**src/rtl/bda_pkg.sv**
```systemverilog
package bda_pkg;

  // button mode codes
  localparam logic [2:0] MODE_IDLE         = 3'd0;
  localparam logic [2:0] MODE_DEBOUNCE     = 3'd1;
  localparam logic [2:0] MODE_JUST_PRESS   = 3'd2;
  localparam logic [2:0] MODE_PRESS        = 3'd3;
  localparam logic [2:0] MODE_JUST_RELEASE = 3'd4;

  // configuration register indexes
  localparam int unsigned CFG_IDX_W  = 3;
  localparam int unsigned CFG_DATA_W = 16;

  localparam logic [CFG_IDX_W-1:0] CFG_PIN_INDEX    = 3'd0;
  localparam logic [CFG_IDX_W-1:0] CFG_DEBOUNCE_MS  = 3'd1;
  localparam logic [CFG_IDX_W-1:0] CFG_PRESS_DELAY  = 3'd2;
  localparam logic [CFG_IDX_W-1:0] CFG_REPEAT_MS    = 3'd3;
  localparam logic [CFG_IDX_W-1:0] CFG_ACTION_VALUE = 3'd4;

  localparam logic [7:0] DEBOUNCE_MS_RST = 8'd50;

  // one result word
  typedef struct packed {
    logic               fire;
    logic signed [15:0] fire_value;
    logic               idle;
    logic               level;
    logic [2:0]         mode;
  } result_t;

endpackage

```
**src/rtl/bda_if.sv**
```systemverilog
interface bda_in_if;
  logic       valid;
  logic       ready;
  logic [7:0] pin_bits;
  logic [31:0] now_ms;

  modport source (output valid, output pin_bits, output now_ms, input ready);
  modport sink   (input valid, input pin_bits, input now_ms, output ready);
endinterface

interface bda_out_if;
  logic               valid;
  logic               ready;
  logic               fire;
  logic signed [15:0] fire_value;
  logic               idle;
  logic               level;
  logic [2:0]         mode;

  modport source (output valid, output fire, output fire_value, output idle,
                  output level, output mode, input ready);
  modport sink   (input valid, input fire, input fire_value, input idle,
                  input level, input mode, output ready);
endinterface

```
**src/rtl/button_debounce_autorepeat_unit.sv**
```systemverilog
// an accepted input word passes through the input register, then the result
//   register; throughput: one word per cycle while the output takes words;
//   the input register and the result register let a new poll enter while a
//   finished result still waits on the output
// reset (synchronous, rst_n low): mode idle, level and last sample released,
//   deadline 0, debounce 50 ms, other config registers 0, both stages empty
module button_debounce_autorepeat_unit
  import bda_pkg::*;
(
  input  logic                  clk,
  input  logic                  rst_n,
  bda_in_if.sink                in_ch,
  bda_out_if.source             out_ch,
  input  logic                  cfg_we,
  input  logic [CFG_IDX_W-1:0]  cfg_index,
  input  logic [CFG_DATA_W-1:0] cfg_wdata
);

  // configuration registers
  logic [2:0]         pin_index_r;
  logic [7:0]         debounce_ms_r;
  logic [15:0]        press_delay_r;
  logic [15:0]        repeat_ms_r;
  logic signed [15:0] action_value_r;

  always_ff @(posedge clk) begin
    if (!rst_n) begin
      pin_index_r    <= '0;
      debounce_ms_r  <= DEBOUNCE_MS_RST;
      press_delay_r  <= '0;
      repeat_ms_r    <= '0;
      action_value_r <= '0;
    end else if (cfg_we) begin
      unique case (cfg_index)
        CFG_PIN_INDEX:    pin_index_r    <= cfg_wdata[2:0];
        CFG_DEBOUNCE_MS:  debounce_ms_r  <= cfg_wdata[7:0];
        CFG_PRESS_DELAY:  press_delay_r  <= cfg_wdata;
        CFG_REPEAT_MS:    repeat_ms_r    <= cfg_wdata;
        CFG_ACTION_VALUE: action_value_r <= cfg_wdata;
        default: ; // indexes past the list are dropped
      endcase
    end
  end

  // input register stage
  logic        s1_valid_r;
  logic [7:0]  s1_pins_r;
  logic [31:0] s1_now_r;
  logic        advance;

  // result register stage
  logic    out_valid_r;
  result_t out_r;
  result_t res_nxt;

  // button state
  logic        level_r, level_nxt;
  logic        last_r;
  logic [2:0]  mode_r, mode_nxt;
  logic [31:0] deadline_r, deadline_nxt;

  // stage 1 moves on when the result register is empty or being drained
  assign advance     = s1_valid_r && (!out_valid_r || out_ch.ready);
  assign in_ch.ready = !s1_valid_r || advance;

  always_ff @(posedge clk) begin
    if (!rst_n) begin
      s1_valid_r <= 1'b0;
    end else if (in_ch.ready) begin
      s1_valid_r <= in_ch.valid;
    end
  end

  always_ff @(posedge clk) begin
    if (in_ch.valid && in_ch.ready) begin
      s1_pins_r <= in_ch.pin_bits;
      s1_now_r  <= in_ch.now_ms;
    end
  end

  // single pass step: one compare, adds in parallel, small mode update
  logic        sample;
  logic        passed;
  logic        do_fire;
  logic [31:0] dl_debounce;
  logic [31:0] dl_press;
  logic [31:0] dl_repeat;

  assign sample      = s1_pins_r[pin_index_r];
  assign passed      = (s1_now_r >= deadline_r);
  assign dl_debounce = s1_now_r + {24'd0, debounce_ms_r};
  assign dl_press    = deadline_r + {16'd0, press_delay_r};
  assign dl_repeat   = deadline_r + {16'd0, repeat_ms_r};

  always_comb begin
    level_nxt    = level_r;
    mode_nxt     = mode_r;
    deadline_nxt = deadline_r;
    do_fire      = 1'b0;
    if (sample != last_r) begin
      // any edge on the raw sample restarts the stability window
      mode_nxt     = MODE_DEBOUNCE;
      deadline_nxt = dl_debounce;
    end else if (passed) begin
      if (mode_r == MODE_DEBOUNCE) begin
        level_nxt = sample;
        if (!sample) begin
          mode_nxt = MODE_JUST_RELEASE;
        end else begin
          mode_nxt = MODE_JUST_PRESS;
          // long press delay pushes the first fire out
          if (press_delay_r != '0) deadline_nxt = dl_press;
          else                     do_fire      = 1'b1;
        end
      end else if (mode_r == MODE_JUST_PRESS) begin
        do_fire = 1'b1;
      end
      if (do_fire) begin
        // press and repeat delays never add on the same poll
        if (repeat_ms_r != '0) deadline_nxt = dl_repeat;
        else                   mode_nxt     = MODE_PRESS;
      end
    end
  end

  always_comb begin
    res_nxt.fire       = do_fire;
    res_nxt.fire_value = do_fire ? action_value_r : '0;
    res_nxt.idle       = (mode_nxt == MODE_IDLE) || (mode_nxt == MODE_JUST_RELEASE);
    res_nxt.level      = level_nxt;
    res_nxt.mode       = mode_nxt;
  end

  always_ff @(posedge clk) begin
    if (!rst_n) begin
      level_r    <= 1'b0;
      last_r     <= 1'b0;
      mode_r     <= MODE_IDLE;
      deadline_r <= '0;
    end else if (advance) begin
      level_r    <= level_nxt;
      last_r     <= sample;
      mode_r     <= mode_nxt;
      deadline_r <= deadline_nxt;
    end
  end

  always_ff @(posedge clk) begin
    if (!rst_n) begin
      out_valid_r <= 1'b0;
    end else if (advance) begin
      out_valid_r <= 1'b1;
    end else if (out_ch.ready) begin
      out_valid_r <= 1'b0;
    end
  end

  always_ff @(posedge clk) begin
    if (advance) out_r <= res_nxt;
  end

  assign out_ch.valid      = out_valid_r;
  assign out_ch.fire       = out_r.fire;
  assign out_ch.fire_value = out_r.fire_value;
  assign out_ch.idle       = out_r.idle;
  assign out_ch.level      = out_r.level;
  assign out_ch.mode       = out_r.mode;

  // a fire word always leaves the button in a pressed mode
  a_fire_mode: assert property (@(posedge clk) disable iff (!rst_n)
    out_valid_r && out_r.fire |->
      (out_r.mode == MODE_JUST_PRESS) || (out_r.mode == MODE_PRESS))
    else $error("fire word with a mode that is not pressed");

  // pressed modes are only reached through a debounced press
  a_press_level: assert property (@(posedge clk) disable iff (!rst_n)
    (mode_r == MODE_JUST_PRESS) || (mode_r == MODE_PRESS) |-> level_r)
    else $error("pressed mode with released level");

  // release mode only follows a debounced release
  a_release_level: assert property (@(posedge clk) disable iff (!rst_n)
    (mode_r == MODE_JUST_RELEASE) |-> !level_r)
    else $error("release mode with pressed level");

  // button state moves only when a poll passes into the result register
  a_state_hold: assert property (@(posedge clk) disable iff (!rst_n)
    !advance |=> $stable(mode_r) && $stable(deadline_r) && $stable(last_r))
    else $error("button state changed without a poll");

endmodule
```
**src/flat_wrapper.sv**
```systemverilog
// flat-port wrapper written by rule: the top's interface ports become plain ports
module button_debounce_autorepeat_unit_flat import bda_pkg::*;
  (clk, rst_n, cfg_we, cfg_index, cfg_wdata, in_ch_valid, in_ch_pin_bits, in_ch_now_ms, in_ch_ready, out_ch_valid, out_ch_fire, out_ch_fire_value, out_ch_idle, out_ch_level, out_ch_mode, out_ch_ready);
  bda_in_if in_ch_i ();
  bda_out_if out_ch_i ();
  input  logic clk;
  input  logic rst_n;
  input  logic cfg_we;
  input  logic [CFG_IDX_W-1:0] cfg_index;
  input  logic [CFG_DATA_W-1:0] cfg_wdata;
  input wire logic [$bits(in_ch_i.valid)-1:0] in_ch_valid;
  input wire logic [$bits(in_ch_i.pin_bits)-1:0] in_ch_pin_bits;
  input wire logic [$bits(in_ch_i.now_ms)-1:0] in_ch_now_ms;
  output wire logic [$bits(in_ch_i.ready)-1:0] in_ch_ready;
  output wire logic [$bits(out_ch_i.valid)-1:0] out_ch_valid;
  output wire logic [$bits(out_ch_i.fire)-1:0] out_ch_fire;
  output wire logic [$bits(out_ch_i.fire_value)-1:0] out_ch_fire_value;
  output wire logic [$bits(out_ch_i.idle)-1:0] out_ch_idle;
  output wire logic [$bits(out_ch_i.level)-1:0] out_ch_level;
  output wire logic [$bits(out_ch_i.mode)-1:0] out_ch_mode;
  input wire logic [$bits(out_ch_i.ready)-1:0] out_ch_ready;
  assign in_ch_i.valid = in_ch_valid;
  assign in_ch_i.pin_bits = in_ch_pin_bits;
  assign in_ch_i.now_ms = in_ch_now_ms;
  assign in_ch_ready = in_ch_i.ready;
  assign out_ch_valid = out_ch_i.valid;
  assign out_ch_fire = out_ch_i.fire;
  assign out_ch_fire_value = out_ch_i.fire_value;
  assign out_ch_idle = out_ch_i.idle;
  assign out_ch_level = out_ch_i.level;
  assign out_ch_mode = out_ch_i.mode;
  assign out_ch_i.ready = out_ch_ready;
  button_debounce_autorepeat_unit u_core (.clk(clk), .rst_n(rst_n), .in_ch(in_ch_i), .out_ch(out_ch_i), .cfg_we(cfg_we), .cfg_index(cfg_index), .cfg_wdata(cfg_wdata));
endmodule
```
**config.mk**
```make
export PLATFORM = sky130hd
export DESIGN_NAME = button_debounce_autorepeat_unit_flat
export DESIGN_NICKNAME = d
export VERILOG_FILES = /design/src/rtl/bda_pkg.sv /design/src/rtl/bda_if.sv /design/src/rtl/button_debounce_autorepeat_unit.sv /design/src/flat_wrapper.sv
export SDC_FILE = /design/constraint.sdc
export NUM_CORES = 1
export LEC_CHECK = 0
export BUFFER_PORTS_ARGS = -buffer_cell sky130_fd_sc_hd__buf_2
export CAP_MARGIN = 0
export CELL_PAD_IN_SITES_DETAIL_PLACEMENT = 1
export CELL_PAD_IN_SITES_GLOBAL_PLACEMENT = 2
export CORE_UTILIZATION = 37
export DETAILED_ROUTE_END_ITERATION = 8
export MAX_ROUTING_LAYER = met4
export PLACE_DENSITY = 0.82
export SLEW_MARGIN = 10
export SYNTH_ARGS = -nofsm -noshare
export SYNTH_HDL_FRONTEND = slang
export SYNTH_SLANG_ARGS = --single-unit
export TNS_END_PERCENT = 20
```
**constraint.sdc**
```tcl
create_clock -name clk -period 3.55 [get_ports clk]
set_clock_uncertainty 0.05 [all_clocks]
set_input_delay 0.71 -clock clk [delete_from_list [all_inputs] [get_ports clk]]
set_output_delay 0.71 -clock clk [all_outputs]
set_load 0.01 [all_outputs]
```
==> metrics.md, run 1 <==
| Metric | Value |
|---|---|
| Result of the run | `completed` |
| P per Cell Area | `roughly 420 nW/um^2` |
| Number of enable flip-flop cells after synthesis | `62` |
| Core Util, Final | `about 44%` |
| Inserted Diodes | `0` |
| Fin crit period | `3.280 ns` |
| CTS sink cnt | `160` |
| Post-placement worst setup slack | `0.2946 ns` |
| Cell internal pwr | `3214 uW` |
| Share of layout cells above drive strength 1 | `14.45%` |
| Routed wire per std cell | `19.40 um` |
| Number of nets in the finished design | `1344` |
| Maximum VDD drop | `262.2 uV` |
| Power dissipated by switching net loads | `1438 uW` |
| Port-buffer cells | `87` |
| Horizontal extent of the die | `between 150 and 200 um` |
| Total Wirelength | `~30000 um` |
| Wire length of the first global-routing pass | `47580 um` |
| Final Max Slew Viols | `0` |
| Worst-case clock buffer depth | `2` |
| Switching power as a share of total power | `30.90%` |
| Category of the critical setup timing path | `flip-flop to flip-flop` |
| 1st-pass router iterations | `4` |
| CP required | `3.77 ns` |
| Sequential cell fraction of total power | `44.4%` |
| Total of warnings raised by yosys | `0` |
| Path category of the worst min-delay check | `input port to flip-flop` |
| Most frequent standard cell in the layout excluding fill and tap cells | `sky130_fd_sc_hd__nand2_1` |
| Clock latency of the later-clocked register in the worst-skew pair | `0.44 ns` |
| Largest stage delay on the critical path | `0.48 ns` |
| Total Neg Setup Slack | `0 ns` |
| Share of synthesized area occupied by flip-flops and latches | `39.58%` |
| Die Height | `163.6 um` |
| Vias in the first global route | `8798` |
| Max stage delay cell, worst path | `sky130_fd_sc_hd__or4_1` |
| Number of rows created at floorplan | `between 50 and 60` |
| Core region area | `25400 um^2` |
| Primary flip-flop cell chosen by synthesis mapping | `sky130_fd_sc_hd__dfxtp_1` |
| Count of unresolved DRC violations after routing | `0` |
| Flops & latches, synth | `between 150 and 200` |
| Post-route cell area | `between 10000 and 15000 um^2` |
| Routed via count | `8621` |
| Highest clock frequency the design can meet | `roughly 300 MHz` |
| Setup repair after global routing missed its margin | `no` |
| Via/cell ratio | `about 5.6` |
| Clock network power share | `roughly two fifths` |
| Share of flip-flops with an asynchronous set or reset after synthesis | `0%` |
| Filler cells | `just over 3000` |
| Final Cycle Share | `92.40%` |
| Cell area after placement | `10590 um^2` |
| Antenna violations before repair | `0` |
| Mapped Nets | `1252` |
| Commonest cells after routing, fill and taps aside | `sky130_fd_sc_hd__nand2_1 (177), sky130_fd_sc_hd__a21oi_1 (106), sky130_fd_sc_hd__dfxtp_1 (98)` |
| Iteration-0 DRC count of the detailed router | `506` |
| Worst-path fanout max | `7` |
| Final hold violation count | `0` |
| Number of distinct standard cells referenced by the synthesized netlist | `73` |
| Reg clk slew, reported paths | `0.08 ns` |
| Cells along the critical path | `inv_1, ha_1, a211oi_1, o21ai_0, or4_1, o211ai_1, a21o_1, nand2_1, a21oi_1, nor3b_1` |
| TritonCTS clock tree | `yes` |
| Worst path setup slack after routing | `0.2697 ns` |
| Remaining global-route overflow | `0` |
| Number of I/O pins | `88` |
| Crit path capture type | `flip-flop` |
| Worst slew margin relative to its limit | `51.42%` |
| Synthesized area divided by synthesized cell count | `between 8 and 9 um^2` |
| Worst endpoint data arrival time | `~3.5 ns` |
| Last weighted congestion value of the routability-driven placer | `0.9305` |
| Area used by multi-input combinational logic | `5464 um^2` |
| Slew @ Worst Pin | `0.7211 ns` |
| CTS H-tree depth | `4` |
| Clock buffer count from CTS | `17` |
| Final Setup Violations | `0` |
| Die footprint | `26760 um^2` |
| Starting density of the core | `38.03%` |
| Max_cap viols | `0` |
| Static leakage | `0.004317 uW` |
| Number of instances in the synthesized netlist | `1113` |
| Layout overhead on the synthesized area | `16.01%` |
| Kind of start point of the critical path | `flip-flop` |
| Setup slack on the worst flop-to-flop path | `0.27 ns` |
| Detailed placement HPWL | `23010 um` |
| Mapped cell area | `9661 um^2` |
| FF+latch area | `3824 um^2` |
| Overall routing resource usage | `23.88%` |
| Number of antenna-violating nets in the routed design | `0` |
| Pin count of the biggest net entering global routing | `53` |
| Master cell of the clock root buffer | `sky130_fd_sc_hd__clkbuf_16` |
| Part of the total power dissipated in combinational logic | `14.9%` |
## worst max-delay path: cells and delay by family (launching register included)
family                     cells  cell delay [ns]
buffers and inverters          1             0.06
and+or+nand+nor                3             0.94
AOI/OAI and AO/OA              5             1.33
DFF                            1             0.42
adders and majority gates      1             0.30
## routing by layer
| layer | wire length, um | up-vias | part of all wire (%) | global-route usage [%] |
|---|---|---|---|---|
| met3 | 688 | 42 | 2.3 | 3.479 |
| met1 | 13540 | 4191 | 45 | 28.82 |
| met2 | 15170 | 122 | 51 | 40.81 |
| met5 | 0 | - | 0 | - |
| li1 | - | 4266 | - | - |
| met4 | 635 | 0 | 2.1 | 7.534 |
## cells in the mapped netlist (13+ instances only)
master	count	area share (%)
sky130_fd_sc_hd__inv_1	48	1.9
sky130_fd_sc_hd__nand2_1	177	6.9
sky130_fd_sc_hd__a21o_1	15	1.2
sky130_fd_sc_hd__nor2_1	64	2.5
sky130_fd_sc_hd__a21oi_1	107	5.5
sky130_fd_sc_hd__ha_1	72	9.3
sky130_fd_sc_hd__xnor2_1	24	2.2
sky130_fd_sc_hd__and3_1	20	1.3
sky130_fd_sc_hd__xor2_1	28	2.5
sky130_fd_sc_hd__nor3_1	26	1.3
sky130_fd_sc_hd__clkbuf_1	34	1.3
sky130_fd_sc_hd__dfxtp_1	98	20
sky130_fd_sc_hd__a211oi_1	16	1.2
sky130_fd_sc_hd__a31oi_1	16	1.0
sky130_fd_sc_hd__nand4_1	23	1.5
sky130_fd_sc_hd__and2_1	22	1.4
sky130_fd_sc_hd__o21ai_0	46	2.4
sky130_fd_sc_hd__edfxtp_1	62	19
sky130_fd_sc_hd__nand3_1	38	2.0
sky130_fd_sc_hd__nor2b_1	13	0.84
## state kept, by name, summed over array words and instances, names as in the netlist, 3 cells and up
register and count:
u_core.action_value_r 16, u_core.pin_index_r 3, u_core.press_delay_r 16, u_core.debounce_ms_r 8
u_core.deadline_r 32, u_core.mode_r 3, u_core.repeat_ms_r 16, u_core.s1_pins_r 8
u_core.out_ch.fire_value 16, u_core.s1_now_r 32, u_core.out_ch.mode 3
## repair_timing
action                                  CTS  global route
hold buffers                              0             0
endpoints found under the setup margin    0             1
buffers inserted                          0             0
gates resized for setup                   0             1
## cells by family (layout without fill, tap and decap cells)
| group | after synthesis | in the layout | synth area share, % |
|---|---|---|---|
| flip-flops | 160 | 160 | 39.58 |
| multiplexers | 6 | 6 | 0.8936 |
| buffers and inverters | 98 | 203 | 4.002 |
| AND/OR/NAND/NOR | 426 | 426 | 21.03 |
| XOR/XNOR | 52 | 52 | 4.714 |
| AO/OA/AOI/OAI | 296 | 296 | 19.83 |
| adder cells (fa/ha/maj) | 75 | 75 | 9.947 |
## power by group through the flow
stage                     Sequential (uW)  Clock, uW  Combinational [uW]
after CTS                            2070       1940                 695
after global placement               2110          0                 673
after detailed placement             2110          0                 692
after global routing                 2080       2020                 769
final                                2060       1900                 691
after floorplan                      2090          0                 440
## final timing paths
path,from,end,depth (start not counted)
hold reg to reg,u_core.action_value_r[12],u_core.action_value_r[12],2
setup / recovery,u_core.deadline_r[11],u_core.out_ch.idle,10
hold / removal,in_ch_pin_bits[3],u_core.s1_pins_r[3],1
setup reg to reg,u_core.deadline_r[11],u_core.out_ch.idle,10
## stage by stage
step | hold WS, ns | cells | total power (uW)
global route | 0.3663 | 1548 | 4866
finish | 0.3874 | 1548 | 4651
detailed placement | 0.3962 | 1516 | 2799
global placement | 0.3898 | 1516 | 2779
CTS | 0.3680 | 1548 | 4702
floorplan | 0.3817 | 1113 | 2529
## layout make-up
cell class	count	area share (%)
Tap cell	330	3.684
Timing Repair Buffer	123	6.408
Clock inverter	15	1.630
Sequential cell	160	34.12
Clock buffer	17	3.796
Multi-Input combinational cell	855	48.76
Inverter	48	1.608
Power figures use the tool's default switching activity.
==> run 2: changes to the inputs <==
--- a/config.mk
+++ b/config.mk
@@ -9,10 +9,12 @@
 export CAP_MARGIN = 0
 export CELL_PAD_IN_SITES_DETAIL_PLACEMENT = 1
 export CELL_PAD_IN_SITES_GLOBAL_PLACEMENT = 2
-export CORE_UTILIZATION = 37
+export CORE_UTILIZATION = 38
+export CTS_BUF_LIST = sky130_fd_sc_hd__clkbuf_4
+export CTS_CLUSTER_DIAMETER = 100
 export DETAILED_ROUTE_END_ITERATION = 8
 export MAX_ROUTING_LAYER = met4
-export PLACE_DENSITY = 0.82
+export PLACE_DENSITY = 0.84
 export SLEW_MARGIN = 10
 export SYNTH_ARGS = -nofsm -noshare
 export SYNTH_HDL_FRONTEND = slang
==> metrics.md, run 2 (same netlist as run 1, synthesis figures left out) <==
| Metric | Value |
|---|---|
| Highest clock frequency the design can meet | `305.2 MHz (was 304.8 MHz)` |
| Iteration-0 DRC count of the detailed router | `377 (was 506)` |
| Switching power as a share of total power | `34.35% (was 30.90%)` |
| Biggest registers after layout | `u_core.deadline_r: 32 flops, u_core.s1_now_r: 32 flops (unchanged)` |
| Clock latency of the later-clocked register in the worst-skew pair | `0.61 ns (was 0.44 ns)` |
| Cell area after placement | `10610 um^2 (was 10590 um^2)` |
| Number of nets in the finished design | `1348 (was 1344)` |
| Worst slew margin relative to its limit | `48.55% (was 51.42%)` |
| Post-CTS setup buffers | `0 (unchanged)` |
| Worst Hold Depth | `1 (unchanged)` |
| Number of antenna-violating nets in the routed design | `0 (unchanged)` |
| Post-CTS Hold Buffers | `0 (unchanged)` |
| Clock buffer count from CTS | `17 (unchanged)` |
| Hold path endpoint | `u_core.s1_now_r[23] (was u_core.s1_pins_r[3])` |
| Kind of start point of the critical path | `flip-flop (unchanged)` |
| Static leakage | `0.004209 uW (was 0.004317 uW)` |
| Final hold violation count | `0 (unchanged)` |
| Number of rows created at floorplan | `57 (was 58)` |
| Number of I/O pins | `88 (unchanged)` |
| Starting density of the core | `39.26% (was 38.03%)` |
| Wire length of the first global-routing pass | `47480 um (was 47580 um)` |
| FF+latch area | `3824 um^2 (unchanged)` |
| Setup repair after global routing missed its margin | `no (unchanged)` |
| P per Cell Area | `361.6 nW/um^2 (was 415.0 nW/um^2)` |
| Core region area | `24600 um^2 (was 25400 um^2)` |
| Logic depth of the worst register-to-register path | `11 (was 10)` |
| Port-buffer cells | `87 (unchanged)` |
| End of the worst register-to-register path | `u_core.deadline_r[26] (was u_core.out_ch.idle)` |
| Routed via count | `8691 (was 8621)` |
| Result of the run | `completed (unchanged)` |
| Max_cap viols | `0 (unchanged)` |
| Worst endpoint data arrival time | `3.76 ns (was 3.50 ns)` |
| Cell internal pwr | `2597 uW (was 3214 uW)` |
| Path category of the worst min-delay check | `input port to flip-flop (unchanged)` |
| Die footprint | `26060 um^2 (was 26760 um^2)` |
| TritonCTS clock tree | `yes (unchanged)` |
| Crit path capture type | `flip-flop (unchanged)` |
| Fin crit period | `3.277 ns (was 3.280 ns)` |
| Most frequent standard cell in the layout excluding fill and tap cells | `sky130_fd_sc_hd__nand2_1 (unchanged)` |
| Count of unresolved DRC violations after routing | `0 (unchanged)` |
| CTS H-tree depth | `4 (unchanged)` |
| Pin count of the biggest net entering global routing | `78 (was 53)` |
| CP required | `4.03 ns (was 3.77 ns)` |
| Vias in the first global route | `8863 (was 8798)` |
| Sequential cell fraction of total power | `52.2% (was 44.4%)` |
| Master cell of the clock root buffer | `sky130_fd_sc_hd__clkbuf_4 (was sky130_fd_sc_hd__clkbuf_16)` |
| Reg clk slew, reported paths | `0.19 ns (was 0.08 ns)` |
| 1st-pass router iterations | `5 (was 4)` |
| Post-route cell area | `10940 um^2 (was 11210 um^2)` |
| Total Wirelength | `29970 um (was 30030 um)` |
| Total instance count after detailed placement | `1514 (was 1516)` |
| Worst-path fanout max | `13 (was 7)` |
| Buffers and inverters on the worst path | `2 (was 1)` |
| Maximum VDD drop | `203.7 uV (was 262.2 uV)` |
| Final Max Slew Viols | `0 (unchanged)` |
| Part of the total power dissipated in combinational logic | `17.6% (was 14.9%)` |
| Power dissipated by switching net loads | `1359 uW (was 1438 uW)` |
| Antenna violations before repair | `1 (was 0)` |
| Detailed placement HPWL | `23170 um (was 23010 um)` |
| Routed wire per std cell | `19.37 um (was 19.40 um)` |
| Reg2reg start | `u_core.deadline_r[2] (was u_core.deadline_r[11])` |
| Layout overhead on the synthesized area | `13.24% (was 16.01%)` |
| Share of layout cells above drive strength 1 | `14.73% (was 14.45%)` |
| Commonest cells after routing, fill and taps aside | `sky130_fd_sc_hd__nand2_1 (177), sky130_fd_sc_hd__a21oi_1 (106), sky130_fd_sc_hd__dfxtp_1 (98) (unchanged)` |
| Via/cell ratio | `5.618 (was 5.569)` |
| Horizontal extent of the die | `161.4 um (was 163.6 um)` |
| Max stage delay cell, worst path | `sky130_fd_sc_hd__a21oi_2 (was sky130_fd_sc_hd__or4_1)` |
| Setup slack on the worst flop-to-flop path | `0.27 ns (about the same)` |
| Remaining global-route overflow | `0 (unchanged)` |
| Launching instance or port of the critical path | `u_core.deadline_r[2] (was u_core.deadline_r[11])` |
| Die Height | `161.4 um (was 163.6 um)` |
| Final Cycle Share | `92.31% (was 92.40%)` |
| Overall routing resource usage | `24.10% (was 23.88%)` |
| Critical path's top delay family | `compound AO/OA/AOI/OAI gates (unchanged)` |
| Cell occurring most often along the worst timing path | `sky130_fd_sc_hd__a21o_1` |
| Worst-case clock buffer depth | `2 (unchanged)` |
| CTS sink cnt | `160 (unchanged)` |
| Slew @ Worst Pin | `0.7696 ns (was 0.7211 ns)` |
| Min-Delay Startpoint | `in_ch_now_ms[23] (was in_ch_pin_bits[3])` |
| Filler cells | `3002 (was 3038)` |
| Area used by multi-input combinational logic | `5464 um^2 (unchanged)` |
| Category of the critical setup timing path | `flip-flop to flip-flop (unchanged)` |
| Cells along the critical path | `buf_4, inv_1, ha_1, a21o_1, a31oi_1, o221ai_1, o211ai_1, a21o_1, a21oi_2, nand3_1, o311ai_1 (was inv_1, ha_1, a211oi_1, o21ai_0, or4_1, o211ai_1, a21o_1, nand2_1, a21oi_1, nor3b_1)` |
| Largest stage delay on the critical path | `0.63 ns (was 0.48 ns)` |
| Number of cells in the finished layout apart from fillers | `1547 (was 1548)` |
| Total Neg Setup Slack | `0 ns (unchanged)` |
| Core Util, Final | `44.46% (was 44.12%)` |
| Final Setup Violations | `0 (unchanged)` |
| Last weighted congestion value of the routability-driven placer | `0.9151 (was 0.9305)` |
| Clock network power share | `30.2% (was 40.8%)` |
-- run 2: changes by cell type in the layout (fill, tap and decap cells not counted), moves of 2 or more --
cell and change:
sky130_fd_sc_hd__buf_4 +4, sky130_fd_sc_hd__clkbuf_16 -17, sky130_fd_sc_hd__clkbuf_4 +17, sky130_fd_sc_hd__clkinv_8 +2
-- run 2: worst max path at each step --
stage | to | cells past startpoint | slack [ns]
floorplan | u_core.out_ch.fire_value[10] | 11 | 0.70
global placement | u_core.deadline_r[16] | 10 | 0.37
detailed placement | u_core.deadline_r[26] | 11 | 0.28
CTS | u_core.deadline_r[26] | 11 | 0.27
global route | u_core.deadline_r[26] | 9 | 0.04
finish | u_core.deadline_r[26] | 11 | 0.27
-- run 2: worst reg2reg max path, cell delays in order (launching register included) --
cell and delay [ns]:
sky130_fd_sc_hd__dfxtp_1 0.37, sky130_fd_sc_hd__buf_4 0.13, sky130_fd_sc_hd__inv_1 0.04, sky130_fd_sc_hd__ha_1 0.29, sky130_fd_sc_hd__a21o_1 0.12, sky130_fd_sc_hd__a31oi_1 0.05
sky130_fd_sc_hd__o221ai_1 0.30, sky130_fd_sc_hd__o211ai_1 0.26, sky130_fd_sc_hd__a21o_1 0.28, sky130_fd_sc_hd__a21oi_2 0.63, sky130_fd_sc_hd__nand3_1 0.39, sky130_fd_sc_hd__o311ai_1 0.31
-- run 2: per-layer routing --
layer | wire, um | vias up | global-route usage [%]
met5 | 0 | - | -
met4 | 772 | 0 | 8.576
met3 | 820 | 45 | 3.005
met2 | 14950 | 156 | 41.28
met1 | 13430 | 4223 | 29.04
li1 | - | 4267 | -
-- run 2: area by class of cell --
class / count / area share, %
diodes: 1 / 0.02288
clock buffers: 17 / 1.167
clock inverters: 15 / 1.716
inverters: 48 / 1.647
multi-input cells: 855 / 49.95
flip-flops and latches: 160 / 34.95
well taps: 324 / 3.706
repair buffers: 127 / 6.840
-- run 2: power by group through the flow --
stage	registers, uW	clock network, uW	logic, uW
after detailed placement	2110	0	697
after floorplan	2090	0	440
final	2070	1190	696
after global placement	2100	0	678
after global routing	2080	1290	774
after CTS	2070	1240	700
-- run 2: what timing repair did --
item	CTS	global route
setup endpoints to repair	0	1
gates resized for setup	0	1
hold endpoints to repair	0	0
-- run 2: metrics by stage --
step                      setup slack (ns)  total power [uW]  hold WS (ns)
after floorplan                     0.7015              2529        0.3817
after global placement              0.3653              2783        0.3890
after detailed placement            0.2766              2804        0.3946
after CTS                           0.2664              4003        0.1430
after global routing               0.03703              4139        0.1514
final                               0.2730              3956        0.2032
==> run 3: changes to the inputs <==
--- a/config.mk
+++ b/config.mk
@@ -15,6 +15,7 @@
 export DETAILED_ROUTE_END_ITERATION = 8
 export MAX_ROUTING_LAYER = met4
 export PLACE_DENSITY = 0.84
+export REMOVE_ABC_BUFFERS = 1
 export SLEW_MARGIN = 10
 export SYNTH_ARGS = -nofsm -noshare
 export SYNTH_HDL_FRONTEND = slang
==> constraint.sdc (replaced) <==
create_clock -name clk -period 3.1 [get_ports clk]
set_clock_uncertainty 0.05 [all_clocks]
set_input_delay 0.62 -clock clk [delete_from_list [all_inputs] [get_ports clk]]
set_output_delay 0.62 -clock clk [all_outputs]
set_load 0.01 [all_outputs]
==> metrics.md, run 3 (same netlist as run 1, synthesis figures left out) <==
| Metric | Value |
|---|---|
| Pin count of the biggest net entering global routing | `41 (was 78)` |
| Setup slack on the worst flop-to-flop path | `0.12 ns (was 0.27 ns)` |
| Area used by multi-input combinational logic | `5588 um^2 (was 5464 um^2)` |
| Share of layout cells above drive strength 1 | `20.00% (was 14.73%)` |
| Filler cells | `2976 (was 3002)` |
| Final Setup Violations | `0 (unchanged)` |
| Final Cycle Share | `96.17% (was 92.31%)` |
| CTS sink cnt | `160 (unchanged)` |
| Layout overhead on the synthesized area | `18.70% (was 13.24%)` |
| TritonCTS clock tree | `yes (unchanged)` |
| Worst-case clock buffer depth | `2 (unchanged)` |
| Cell area after placement | `10910 um^2 (was 10610 um^2)` |
| Logic depth of the worst register-to-register path | `11 (unchanged)` |
| Master cell of the clock root buffer | `sky130_fd_sc_hd__clkbuf_4 (unchanged)` |
| Number of nets in the finished design | `1396 (was 1348)` |
| Maximum VDD drop | `247.6 uV (was 203.7 uV)` |
| Final Max Slew Viols | `0 (unchanged)` |
| P per Cell Area | `411.7 nW/um^2 (was 361.6 nW/um^2)` |
| Routed wire per std cell | `19.36 um (was 19.37 um)` |
| CP required | `3.61 ns (was 4.03 ns)` |
| Worst Hold Depth | `1 (unchanged)` |
| Most frequent standard cell in the layout excluding fill and tap cells | `sky130_fd_sc_hd__nand2_1 (unchanged)` |
| Cells along the critical path | `ha_1, a21o_1, a221oi_1, buf_4, o221ai_2, or4_1, a32o_2, buf_4, a211oi_1, a41oi_1, o221ai_1 (was buf_4, inv_1, ha_1, a21o_1, a31oi_1, o221ai_1, o211ai_1, a21o_1, a21oi_2, nand3_1, o311ai_1)` |
| Via/cell ratio | `5.583 (was 5.618)` |
| Buffers and inverters on the worst path | `2 (unchanged)` |
| Final hold violation count | `0 (unchanged)` |
| Worst-path fanout max | `6 (was 13)` |
| Commonest cells after routing, fill and taps aside | `sky130_fd_sc_hd__nand2_1 (176), sky130_fd_sc_hd__a21oi_1 (103), sky130_fd_sc_hd__dfxtp_1 (92) (was sky130_fd_sc_hd__nand2_1 (177), sky130_fd_sc_hd__a21oi_1 (106), sky130_fd_sc_hd__dfxtp_1 (98))` |
| Critical path's top delay family | `compound AO/OA/AOI/OAI gates (unchanged)` |
| Min-Delay Startpoint | `in_ch_pin_bits[1] (was in_ch_now_ms[23])` |
| End of the worst register-to-register path | `u_core.deadline_r[23] (was u_core.deadline_r[26])` |
| CTS H-tree depth | `4 (unchanged)` |
| Number of rows created at floorplan | `57 (unchanged)` |
| Detailed placement HPWL | `23770 um (was 23170 um)` |
| Last weighted congestion value of the routability-driven placer | `0.9443 (was 0.9151)` |
| Static leakage | `0.004479 uW (was 0.004209 uW)` |
| Vias in the first global route | `9122 (was 8863)` |
| Worst endpoint data arrival time | `3.49 ns (was 3.76 ns)` |
| 1st-pass router iterations | `5 (unchanged)` |
| Highest clock frequency the design can meet | `335.4 MHz (was 305.2 MHz)` |
| Die footprint | `26060 um^2 (unchanged)` |
| Starting density of the core | `39.26% (unchanged)` |
| Category of the critical setup timing path | `flip-flop to flip-flop (unchanged)` |
| Overall routing resource usage | `24.68% (was 24.10%)` |
| Path category of the worst min-delay check | `input port to flip-flop (unchanged)` |
| Core Util, Final | `46.61% (was 44.46%)` |
| WHS | `0.1035 ns (was 0.2032 ns)` |
| Max_cap viols | `0 (unchanged)` |
| Max stage delay cell, worst path | `sky130_fd_sc_hd__or4_1 (was sky130_fd_sc_hd__a21oi_2)` |
| Worst slew margin relative to its limit | `29.54% (was 48.55%)` |
| Wire length of the first global-routing pass | `48590 um (was 47480 um)` |
| Total instance count after detailed placement | `1552 (was 1514)` |
| Number of antenna-violating nets in the routed design | `0 (unchanged)` |
| Biggest registers after layout | `u_core.deadline_r: 32 flops, u_core.s1_now_r: 32 flops (unchanged)` |
| FF+latch area | `3831 um^2 (was 3824 um^2)` |
| Antenna violations before repair | `1 (unchanged)` |
| Slew @ Worst Pin | `1.057 ns (was 0.7696 ns)` |
| Die Height | `161.4 um (unchanged)` |
| Total Wirelength | `30880 um (was 29970 um)` |
| Crit path capture type | `flip-flop (unchanged)` |
| Count of unresolved DRC violations after routing | `0 (unchanged)` |
| Largest stage delay on the critical path | `0.49 ns (was 0.63 ns)` |
| Post-route cell area | `11470 um^2 (was 10940 um^2)` |
| Port-buffer cells | `87 (unchanged)` |
| Routed via count | `8905 (was 8691)` |
| Result of the run | `completed (unchanged)` |
| Iteration-0 DRC count of the detailed router | `437 (was 377)` |
| Number of cells in the finished layout apart from fillers | `1595 (was 1547)` |
| Core region area | `24600 um^2 (unchanged)` |
| Fin crit period | `2.981 ns (was 3.277 ns)` |
| Horizontal extent of the die | `161.4 um (unchanged)` |
| Clock buffer count from CTS | `17 (unchanged)` |
| Cell occurring most often along the worst timing path | `sky130_fd_sc_hd__buf_4 (was sky130_fd_sc_hd__a21o_1)` |
| Reg2reg start | `u_core.repeat_ms_r[1] (was u_core.deadline_r[2])` |
| Hold path endpoint | `u_core.s1_pins_r[1] (was u_core.s1_now_r[23])` |
| Clock latency of the later-clocked register in the worst-skew pair | `0.62 ns (was 0.61 ns)` |
| Kind of start point of the critical path | `flip-flop (unchanged)` |
| Number of I/O pins | `88 (unchanged)` |
| Reg clk slew, reported paths | `0.20 ns (was 0.19 ns)` |
| Remaining global-route overflow | `0 (unchanged)` |
==> run 3: worst max-delay path by stage <==
stage	start	endpoint	slack (ns)	cells after the start
after floorplan	u_core.pin_index_r[0]	u_core.deadline_r[16]	-0.50	8
after global placement	u_core.deadline_r[2]	u_core.deadline_r[20]	-0.09	10
after detailed placement	u_core.s1_now_r[11]	u_core.out_ch.idle	-0.12	10
after CTS	u_core.s1_now_r[11]	u_core.out_ch.idle	-0.006	11
after global routing	u_core.s1_now_r[0]	u_core.deadline_r[24]	-0.00004	13
final	u_core.repeat_ms_r[1]	u_core.deadline_r[23]	0.12	11
==> run 3: layer usage <==
metal	share of wire, %	global-route usage (%)
met4	1.7	6.647
met1	44	29.75
met5	0	-
met2	51	42.63
met3	3.5	3.903
==> run 3: cell type report <==
| class | instances | share of cell area, % |
|---|---|---|
| sequential | 160 | 33.41 |
| antenna | 1 | 0.02182 |
| multi-input combinational | 855 | 48.73 |
| clock buffer | 17 | 1.113 |
| clock inverter | 15 | 1.844 |
| timing repair buffer | 175 | 9.776 |
| tap | 324 | 3.535 |
| inverter | 48 | 1.571 |
==> run 3: repair_timing <==
item                       CTS  global route
hold buffers                 0             0
buffers inserted             2             8
setup endpoints to repair   49            54
pin swaps                    2             7
resized for setup           13            20
==> run 3: power breakdown <==
group          total [uW]  leakage (uW)  internal [uW]  switching (uW)
clock                1470      0.000175            421            1050
combinational         904       0.00291            365             539
sequential           2350       0.00139           2280            66.0
==> run 3: worst reg2reg max path, delay by kind of cell, from the launching register on <==
kind            cells  cell delay, ns
compound gates      7            1.30
fa+ha+maj           1            0.27
buf+inv             2            0.36
flops               1            0.47
simple gates        1            0.49
==> run 3: metrics by stage <==
step / setup TNS (ns) / worst slack (ns) / total power, uW
after floorplan: -7.445 / -0.4954 / 2869
after global placement: -0.09311 / -0.09025 / 3241
after detailed placement: -1.067 / -0.1248 / 3266
after CTS: -0.005928 / -0.005928 / 4751
after global routing: -0.00003553 / -0.00003553 / 4942
final: 0 / 0.1189 / 4721
